==> config.mk <==
export PLATFORM = sky130hd
export DESIGN_NAME = nonpreemptive_priority_scheduler_core
export DESIGN_NICKNAME = d
export VERILOG_FILES = /design/src/design/nps_pkg.sv /design/src/design/nps_job_ram.sv /design/src/design/nonpreemptive_priority_scheduler_core.sv
export SDC_FILE = /design/constraint.sdc
export NUM_CORES = 2
export LEC_CHECK = 0
export BUFFER_PORTS_ARGS = -buffer_cell sky130_fd_sc_hd__buf_4
export CAP_MARGIN = 5
export CORE_MARGIN = 5
export CORE_UTILIZATION = 45
export DETAILED_ROUTE_END_ITERATION = 7
export PLACE_DENSITY = 0.61
export SKIP_CTS_REPAIR_TIMING = 1
export SYNTH_ARGS = -nofsm -noshare
export SYNTH_HDL_FRONTEND = slang
export SYNTH_SLANG_ARGS = --single-unit
==> constraint.sdc <==
create_clock -name clk -period 8.3 [get_ports clk]
set_input_delay 0.415 -clock clk [delete_from_list [all_inputs] [get_ports clk]]
set_output_delay 0.415 -clock clk [all_outputs]
set_load 0.01 [all_outputs]
==> src/design/nps_pkg.sv <==
// Package for the priority scheduler: sizes, item structs, job word, state codes.
package nps_pkg;

  localparam int QUEUE_DEPTH = 16;
  localparam int NUM_LEVELS  = 4;
  localparam int MEM_DEPTH   = NUM_LEVELS * QUEUE_DEPTH;

  localparam int LVL_W  = (NUM_LEVELS > 1) ? $clog2(NUM_LEVELS) : 1;
  localparam int PTR_W  = $clog2(QUEUE_DEPTH);
  localparam int CNT_W  = $clog2(QUEUE_DEPTH + 1);
  localparam int ADDR_W = $clog2(MEM_DEPTH);

  localparam int TIME_W  = 16;
  localparam int ID_W    = 8;
  localparam int LEN_W   = 8;
  localparam int LEVEL_W = 3;

  localparam logic [TIME_W-1:0] TIME_MAX     = '1;
  localparam logic [TIME_W-1:0] CUTOFF_RESET = TIME_W'(100);
  localparam logic [LEN_W-1:0]  RAN_MAX      = '1;

  localparam logic MODE_ARRIVAL = 1'b0;
  localparam logic MODE_TICK    = 1'b1;

  typedef struct packed {
    logic               mode;
    logic [ID_W-1:0]    job_id;
    logic [LEVEL_W-1:0] job_level;
    logic [LEN_W-1:0]   job_length;
    logic [TIME_W-1:0]  job_arrival;
  } in_item_t;

  typedef struct packed {
    logic               accepted;
    logic               busy_res;
    logic [ID_W-1:0]    running_id;
    logic               done_res;
    logic [LEVEL_W-1:0] done_level;
    logic [TIME_W-1:0]  done_arrival;
    logic [TIME_W-1:0]  done_start;
    logic [TIME_W-1:0]  done_end;
    logic               halted;
  } out_item_t;

  // One queued job, id in the low byte.
  typedef struct packed {
    logic [TIME_W-1:0] arrival;
    logic [LEN_W-1:0]  length;
    logic [ID_W-1:0]   id;
  } job_word_t;

  typedef struct packed {
    logic              en;
    logic [ADDR_W-1:0] addr;
    job_word_t         data;
  } ram_wr_t;

  typedef struct packed {
    logic              en;
    logic [ADDR_W-1:0] addr;
  } ram_rd_t;

  typedef enum logic {
    ST_IDLE,
    ST_EXEC
  } state_t;

endpackage

==> src/design/nps_job_ram.sv <==
// Job queue storage: all level FIFOs in one RAM, one write and one registered read port.
module nps_job_ram import nps_pkg::*; (
  input  logic      clk,
  input  ram_wr_t   wr,
  input  ram_rd_t   rd,
  output job_word_t rdata_r
);

  job_word_t mem [MEM_DEPTH];

  always_ff @(posedge clk) begin
    if (wr.en) begin
      mem[wr.addr] <= wr.data;
    end
  end

  // Read data holds until the next read.
  always_ff @(posedge clk) begin
    if (rd.en) begin
      rdata_r <= mem[rd.addr];
    end
  end

endmodule

==> src/design/nonpreemptive_priority_scheduler_core.sv <==
// Top level of the four-level non-preemptive priority scheduler.
//
// Usage:
//   in_valid/in_stall/in_item carry one transaction: a job arrival (mode 0) or
//   a one-quantum tick (mode 1). Every accepted transaction yields exactly one
//   result on out_valid/out_stall/out_item.
//   cfg_we/cfg_wdata write start_cutoff; write it only while the block is idle.
// Sequence:
//   The accept cycle issues, for a tick, the job RAM read of the head of the
//   lowest-numbered non-empty level; the update is applied in ST_EXEC once the
//   output register is free and loads it, raising out_valid. A new transaction
//   is accepted only in ST_IDLE, after the update of the one before.
// Stall:
//   A new transaction is taken while a result waits in the output register;
//   its own update is held until that result has been taken.
// Reset:
//   Queues empty, time zero, no active job, start_cutoff = 100. The job RAM is
//   not cleared; entries are used only after being written.
module nonpreemptive_priority_scheduler_core import nps_pkg::*; (
  input  logic              clk,
  input  logic              rst_n,
  input  logic              in_valid,
  output logic              in_stall,
  input  in_item_t          in_item,
  output logic              out_valid,
  input  logic              out_stall,
  output out_item_t         out_item,
  input  logic              cfg_we,
  input  logic [TIME_W-1:0] cfg_wdata
);

  state_t state_r, state_nxt;

  in_item_t item_r;
  logic [TIME_W-1:0] cutoff_r;
  logic [TIME_W-1:0] time_r, time_nxt;
  logic [PTR_W-1:0]  head_r [NUM_LEVELS];
  logic [CNT_W-1:0]  cnt_r  [NUM_LEVELS];

  logic               act_valid_r, act_valid_nxt;
  logic [ID_W-1:0]    act_id_r, act_id_nxt;
  logic [LEN_W-1:0]   act_len_r, act_len_nxt;
  logic [LEVEL_W-1:0] act_level_r, act_level_nxt;
  logic [TIME_W-1:0]  act_arr_r, act_arr_nxt;
  logic [TIME_W-1:0]  act_start_r, act_start_nxt;
  logic [LEN_W-1:0]   act_ran_r, act_ran_nxt;

  out_item_t out_r, out_nxt;
  logic      out_valid_r, out_valid_nxt;

  logic in_fire, exec_fire;
  logic pick_found;
  logic [LVL_W-1:0] pick_q, lvl_q, sel_q;
  logic lvl_ok, sel_mode;
  logic [LEVEL_W-1:0] sel_level;
  logic [PTR_W-1:0] head_sel, slot, head_inc;
  logic [CNT_W-1:0] cnt_sel;
  logic [PTR_W:0]   slot_sum, head_sum;

  logic do_push, do_tick, do_pop;
  logic [LEN_W-1:0] run_len, run_need, run_ran, ran_inc;
  logic run_done;

  ram_wr_t   ram_wr;
  ram_rd_t   ram_rd;
  job_word_t ram_rdata;

  nps_job_ram u_ram (
    .clk     (clk),
    .wr      (ram_wr),
    .rd      (ram_rd),
    .rdata_r (ram_rdata)
  );

  assign in_fire   = in_valid && !in_stall;
  assign exec_fire = (state_r == ST_EXEC) && (!out_valid_r || !out_stall);

  // Lowest-numbered non-empty level wins; counts are stable from accept to update.
  always_comb begin
    pick_found = 1'b0;
    pick_q     = '0;
    for (int q = NUM_LEVELS - 1; q >= 0; q--) begin
      if (cnt_r[q] != '0) begin
        pick_found = 1'b1;
        pick_q     = LVL_W'(q);
      end
    end
  end

  // One selected read of the head/count tables per cycle.
  assign sel_mode  = (state_r == ST_IDLE) ? in_item.mode : item_r.mode;
  assign sel_level = (state_r == ST_IDLE) ? in_item.job_level : item_r.job_level;
  assign lvl_ok    = (sel_level != '0) && (32'(sel_level) <= NUM_LEVELS);
  assign lvl_q     = LVL_W'(sel_level - LEVEL_W'(1));
  assign sel_q     = (sel_mode == MODE_TICK) ? pick_q : lvl_q;
  assign head_sel  = head_r[sel_q];
  assign cnt_sel   = cnt_r[sel_q];

  always_comb begin
    slot_sum = (PTR_W+1)'(head_sel) + (PTR_W+1)'(cnt_sel);
    if (slot_sum >= (PTR_W+1)'(QUEUE_DEPTH)) begin
      slot = PTR_W'(slot_sum - (PTR_W+1)'(QUEUE_DEPTH));
    end else begin
      slot = PTR_W'(slot_sum);
    end
    head_sum = (PTR_W+1)'(head_sel) + (PTR_W+1)'(1);
    if (head_sum == (PTR_W+1)'(QUEUE_DEPTH)) begin
      head_inc = '0;
    end else begin
      head_inc = PTR_W'(head_sum);
    end
  end

  // RAM read of the head job at accept; the write waits for the update cycle,
  // so a read and a write never meet in one cycle.
  always_comb begin
    ram_rd.en   = in_fire && (in_item.mode == MODE_TICK);
    ram_rd.addr = ADDR_W'(pick_q) * ADDR_W'(QUEUE_DEPTH) + ADDR_W'(head_sel);
  end

  always_comb begin
    do_push = exec_fire && (item_r.mode == MODE_ARRIVAL) && lvl_ok
              && (cnt_sel < CNT_W'(QUEUE_DEPTH));
    do_tick = exec_fire && (item_r.mode == MODE_TICK)
              && (act_valid_r || (time_r < cutoff_r));
    do_pop  = do_tick && !act_valid_r && pick_found;

    ram_wr.en        = do_push;
    ram_wr.addr      = ADDR_W'(lvl_q) * ADDR_W'(QUEUE_DEPTH) + ADDR_W'(slot);
    ram_wr.data.id      = item_r.job_id;
    ram_wr.data.length  = item_r.job_length;
    ram_wr.data.arrival = item_r.job_arrival;
  end

  // Active job for this tick: a fresh pop or the running one.
  always_comb begin
    act_valid_nxt = act_valid_r;
    act_id_nxt    = act_id_r;
    act_len_nxt   = act_len_r;
    act_level_nxt = act_level_r;
    act_arr_nxt   = act_arr_r;
    act_start_nxt = act_start_r;
    act_ran_nxt   = act_ran_r;
    time_nxt      = time_r;
    out_nxt       = '0;

    if (do_pop) begin
      act_valid_nxt = 1'b1;
      act_id_nxt    = ram_rdata.id;
      act_len_nxt   = ram_rdata.length;
      act_level_nxt = LEVEL_W'(32'(pick_q) + 1);
      act_arr_nxt   = ram_rdata.arrival;
      act_start_nxt = time_r;
    end

    run_len  = do_pop ? ram_rdata.length : act_len_r;
    run_need = (run_len == '0) ? LEN_W'(1) : run_len;
    run_ran  = do_pop ? '0 : act_ran_r;
    ran_inc  = (run_ran != RAN_MAX) ? run_ran + LEN_W'(1) : run_ran;
    run_done = ran_inc >= run_need;

    if (item_r.mode == MODE_ARRIVAL) begin
      out_nxt.accepted = do_push;
    end

    if (do_tick) begin
      if (act_valid_nxt) begin
        out_nxt.busy_res   = 1'b1;
        out_nxt.running_id = act_id_nxt;
        act_ran_nxt        = ran_inc;
        if (run_done) begin
          out_nxt.done_res     = 1'b1;
          out_nxt.done_level   = act_level_nxt;
          out_nxt.done_arrival = act_arr_nxt;
          out_nxt.done_start   = act_start_nxt;
          out_nxt.done_end     = time_r;
          act_valid_nxt        = 1'b0;
          act_ran_nxt          = '0;
        end
      end
      if (time_r != TIME_MAX) begin
        time_nxt = time_r + TIME_W'(1);
      end
    end

    out_nxt.halted = !act_valid_nxt && (time_nxt >= cutoff_r);
  end

  always_comb begin
    out_valid_nxt = out_valid_r;
    if (exec_fire) begin
      out_valid_nxt = 1'b1;
    end else if (!out_stall) begin
      out_valid_nxt = 1'b0;
    end
  end

  always_comb begin
    state_nxt = state_r;
    unique case (state_r)
      ST_IDLE: begin
        if (in_fire) begin
          state_nxt = ST_EXEC;
        end
      end
      ST_EXEC: begin
        if (exec_fire) begin
          state_nxt = ST_IDLE;
        end
      end
      default: state_nxt = ST_IDLE;
    endcase
  end

  always_comb begin
    unique case (state_r)
      ST_IDLE: in_stall = 1'b0;
      ST_EXEC: in_stall = 1'b1;
      default: in_stall = 1'b1;
    endcase
  end

  assign out_valid = out_valid_r;
  assign out_item  = out_r;

  always_ff @(posedge clk) begin
    if (!rst_n) begin
      state_r     <= ST_IDLE;
      out_valid_r <= 1'b0;
      cutoff_r    <= CUTOFF_RESET;
      time_r      <= '0;
      act_valid_r <= 1'b0;
      act_ran_r   <= '0;
      act_id_r    <= '0;
      act_len_r   <= '0;
      act_level_r <= '0;
      act_arr_r   <= '0;
      act_start_r <= '0;
      for (int q = 0; q < NUM_LEVELS; q++) begin
        head_r[q] <= '0;
        cnt_r[q]  <= '0;
      end
    end else begin
      state_r     <= state_nxt;
      out_valid_r <= out_valid_nxt;
      if (cfg_we) begin
        cutoff_r <= cfg_wdata;
      end
      time_r      <= time_nxt;
      act_valid_r <= act_valid_nxt;
      act_ran_r   <= act_ran_nxt;
      act_id_r    <= act_id_nxt;
      act_len_r   <= act_len_nxt;
      act_level_r <= act_level_nxt;
      act_arr_r   <= act_arr_nxt;
      act_start_r <= act_start_nxt;
      if (do_push) begin
        cnt_r[sel_q] <= cnt_sel + CNT_W'(1);
      end
      if (do_pop) begin
        cnt_r[sel_q]  <= cnt_sel - CNT_W'(1);
        head_r[sel_q] <= head_inc;
      end
    end
  end

  always_ff @(posedge clk) begin
    if (in_fire) begin
      item_r <= in_item;
    end
    if (exec_fire) begin
      out_r <= out_nxt;
    end
  end

  a_accept_then_exec: assert property (@(posedge clk) disable iff (!rst_n)
    in_fire |=> (state_r == ST_EXEC))
    else $error("accepted transaction did not enter update cycle");

  a_idle_job_no_count: assert property (@(posedge clk) disable iff (!rst_n)
    !act_valid_r |-> (act_ran_r == '0))
    else $error("quantum count left over without an active job");

  a_time_monotonic: assert property (@(posedge clk) disable iff (!rst_n)
    1'b1 |=> (time_r >= $past(time_r)))
    else $error("time counter went backward");

  a_result_after_update: assert property (@(posedge clk) disable iff (!rst_n)
    exec_fire |=> out_valid_r && (state_r == ST_IDLE))
    else $error("update cycle did not produce a result");

endmodule
==> parameters.txt <==
Parameter                              Value

Placement
  Worst setup timing slack at the placement stage    ~1.6 ns
  Sum of net half-perimeters after detailed placement    between 100,000 and 150,000 microns
  Count of input and output buffers    around 120
  Placed insts    between 9,000 and 10,000
  Placer Congestion    0.8486

Cells and area
  NumNets Final    just under 7,000
  Area occupied by multi-input gates    21,760 sq um
  Register cell area after layout    just under 70,000 sq um
  Commonest non-fill, non-tap cell in the layout    sky130_fd_sc_hd__edfxtp_1
  Number of inserted filler cells in the final layout    ~17,000
  Commonest non-fill, non-tap cells in the layout    sky130_fd_sc_hd__edfxtp_1 (2,215), sky130_fd_sc_hd__nand2_1 (1,545), sky130_fd_sc_hd__nand3_1 (663), sky130_fd_sc_hd__a21oi_1 (401), sky130_fd_sc_hd__buf_4 (290)
  Synth-to-layout area growth    14.28%
  Share of post-route cells with drive strength above 1    about 11%
  Cell Count, Final, Fillers Out    a little under 10,000

Clocking
  Clock transition at the registers of the reported paths    approximately 0.06 ns
  Clock buffers created by TritonCTS    227
  Latest clock arrival within the worst-skew pair    approximately 0.88 ns
  Total clock sinks    2,309
  Number of buffers between clock root and the deepest sink    3
  Root buf cell    sky130_fd_sc_hd__clkbuf_16
  H-tree levels    4
  CTS tree    done

Floorplan
  Area of the placeable core    about 200,000 sq um
  Die width    460.8 microns
  Starting density of the core    a little under half
  Number of top-level design ports    around 120
  Number of standard-cell rows in the floorplan    165
  Die Height    460.8 microns
  Die area    between 200,000 and 250,000 sq um

Route
  Count of vias placed by the detailed router    56,610
  Count of routing violations after the opening detailed-route iteration    7,216
  Routed length per instance    around 26 microns
  Total Wirelength    252,500 microns
  Number of detailed-route iterations in the first pass    7
  Number of nets still failing antenna checks after routing    0
  DRC violations left    0
  Avg Vias per Cell    between 5 and 6

Job
  Number of maximum-capacitance violations    0

Power and ir drop
  Power density relative to cell area    between 200 and 300 nW/um^2
  Leakage Power    between 30 and 40 nW
  Worst ir drop on vdd    ~0.23 mV
  Overall power    0.02699 W

Synthesis
  Area fraction of the dominant cell type after synthesis    between 70% and 80%
  Number of instances in the synthesized netlist    roughly 6,700
  Dominant cell type by area after synthesis    sky130_fd_sc_hd__edfxtp_1
  Flop and latch count out of synthesis    2,309
  Fraction of registers with async set or reset after synthesis    0%
  Dominant register cell in the synthesized netlist    sky130_fd_sc_hd__edfxtp_1
  Adder-cell share of the synthesized area    0.7825%
  Number of synthesis warnings    0
  Distinct cell type count after synthesis    68
  Number of nets produced by synthesis    6,777
  Cells taking the most area after synthesis    sky130_fd_sc_hd__edfxtp_1 (73%), sky130_fd_sc_hd__nand2_1 (6.4%), sky130_fd_sc_hd__nand3_1 (3.6%)
  Synth Area per Inst    between 10 and 15 sq um
  Sequential element share of the synthesized area    74.78%
  Mux share of post-synthesis cell area    3.884%
  Compound-Gate Fraction of Synth Area    under 10%
  Main combinational cell family by area after synthesis    simple AND/OR/NAND/NOR gates
  EDFF count, synth    ~2,200
  Parity-gate share of the synthesized area counting xor and xnor cells    less than 1%
  Summed instance area of the synthesized netlist    roughly 91,000 sq um
  Post-Synth Simple-Gate Area    a little over an eighth

Global routing
  Vias in the first global route    ~54,000
  Pin count of the biggest net entering global routing    between 150 and 200
  Initial antenna violation count    13
  Global-route wire length before repair    365,900 microns
  Overall fraction of global-route tracks in use    roughly 23%
  Overall overflow remaining after global route    0

Setup path
  Buf+Inv Stages, Crit Path    2
  Library cell contributing the largest single delay on the critical path    sky130_fd_sc_hd__nor2_4
  Launch point of the worst reg-to-reg path    cnt_r[3][1]$_DFFE_PP_
  Arrival time at the worst endpoint    7.50 ns
  Most frequent cell on the critical path    sky130_fd_sc_hd__xnor2_1
  Endpoint class of the critical path    flip-flop
  Slack of the worst reg-to-reg path    1.30 ns
  CP required    between 8 and 9 ns
  Startpoint class of the critical path    flip-flop
  Stages on the worst setup path    15
  Category of cells accounting for the largest share of critical-path delay    simple AND/OR/NAND/NOR gates
  Highest fanout seen on the critical path    between 80 and 90
  Type of the worst setup path    reg2reg
  Critical path startpoint    cnt_r[3][1]$_DFFE_PP_
  Number of cells on the worst reg-to-reg path    15
  Largest stage delay on the critical path    0.94 ns
  Setup crit end    u_ram.mem[60][2]$_DFFE_PP_
  Capture instance of the worst register-to-register path    u_ram.mem[60][2]$_DFFE_PP_
  Sequence of cells on the critical path    or4_4 -> nor4_4 -> or3_2 -> o21a_1 -> nand3_2 -> nand2_8 -> inv_16 -> ha_1 -> a21o_1 -> a21oi_1 -> xnor2_1 -> xnor2_1 -> nand2_1 -> nor2_4 -> buf_4

STA
  Final setup vio count    0
  Total count of hold-check failures in the final report    1
  Final Cycle Share    84.34%
  Setup skew after layout    0.08415 ns
  Max Fclk    approximately 0.14 GHz
  Max-slew violation count    0
  Minimum setup slack in the final design    roughly 1.3 ns
  Relative slew margins    between 10% and 20%
  Final hold slack    -0.002724 ns
  Min cycle time layout    7.000 ns
  Least-Margin Pin Slew    roughly 1.3 ns
  Summed negative setup slack over all endpoints    0 ns
  Setup repair after global routing missed its margin    false

Min path
  Worst min-delay path class    in2reg

Status
  Outcome    finished, violations left
  Violations in the final reports    hold timing
==> cell families after synthesis <==
| kind of cell | after synthesis |
|---|---|
| muxes | 306 |
| DFF | 2309 |
| xor gates and xnor gates | 25 |
| and+or+nand+nor | 2801 |
| buffers and inverters | 439 |
| AOI/OAI and AO/OA | 728 |
| adders and majority gates | 56 |
==> layer usage <==
metal | GRT usage (%) | up-vias | part of all wire [%]
met1 | 32.76 | 28360 | 41
met4 | 7.378 | 4 | 3.2
met3 | 3.876 | 422 | 8.6
li1 | - | 25140 | -
met2 | 37.12 | 2678 | 47
met5 | 0 | - | 0.011
==> how the worst min path moves through the flow <==
stage	depth (start not counted)	from	slack [ns]	end
floorplan	2	act_len_r[0]$_SDFF_PN0_	0.44	act_len_r[0]$_SDFF_PN0_
global placement	2	act_len_r[0]$_SDFF_PN0_	0.45	act_len_r[0]$_SDFF_PN0_
detailed placement	2	act_len_r[0]$_SDFF_PN0_	0.46	act_len_r[0]$_SDFF_PN0_
CTS	1	in_item[21]	-0.36	item_r[21]$_DFFE_PP_
global route	2	rst_n	0.003	cutoff_r[2]$_SDFFE_PN1P_
finish	2	rst_n	-0.003	cutoff_r[2]$_SDFFE_PN1P_
==> power breakdown <==
part	switching, W	total (W)	internal, W
combinational	0.00246	0.00341	0.000952
clock	0.00448	0.0107	0.00618
sequential	0.0000500	0.0129	0.0129
==> registers in the layout, indices dropped and copies added, names as in the netlist, 8 cells and up <==
register       cells
act_len_r          8
time_r            16
act_arr_r         16
cnt_r             20
act_start_r       16
u_ram.rdata_r     32
u_ram.mem       2048
act_id_r           8
act_ran_r          8
item_r            36
out_item          63
head_r            16
cutoff_r          16
==> layout make-up <==
class	instances	share of cell area, %
antenna	7	0.01676
timing repair buffer	361	2.935
multi-input combinational	3916	20.82
inverter	36	0.1568
tap	2672	3.199
clock buffer	269	5.595
clock inverter	153	1.841
sequential	2309	65.44
==> metrics by stage <==
step,instance area (sq um),util [%],hold WS [ns]
2_1_floorplan,91460,-,0.4357
3_3_place_gp,96200,47.60,0.4468
3_5_place_dp,96200,47.60,0.4551
4_1_cts,104000,51.44,-0.3628
5_1_grt,104500,51.71,0.003118
6_report,104500,51.71,-0.002724
==> synth_stat cells (all sizes together) (5+ instances only) <==
library cell and n:
a211oi 7, dfxtp 94, inv 36, nor2b 7, and3 94, mux2 15
o221ai 103, ha 54, nand3 667, and2 20, mux4 36, a31oi 39
clkbuf 193, nand2 1550, a211o 5, edfxtp 2215, a21boi 7, a21o 25
or3 43, a22oi 30, or2 5, xnor2 10, buf 210, or4 5
o211ai 12, o31ai 5, nor2 272, mux2i 255, nand4 13, o21ai 34
a311oi 33, xor2 15, nor4 87, o41ai 8, a21oi 401, nor3 29
Note: power is estimated with default switching activity, not from simulation.
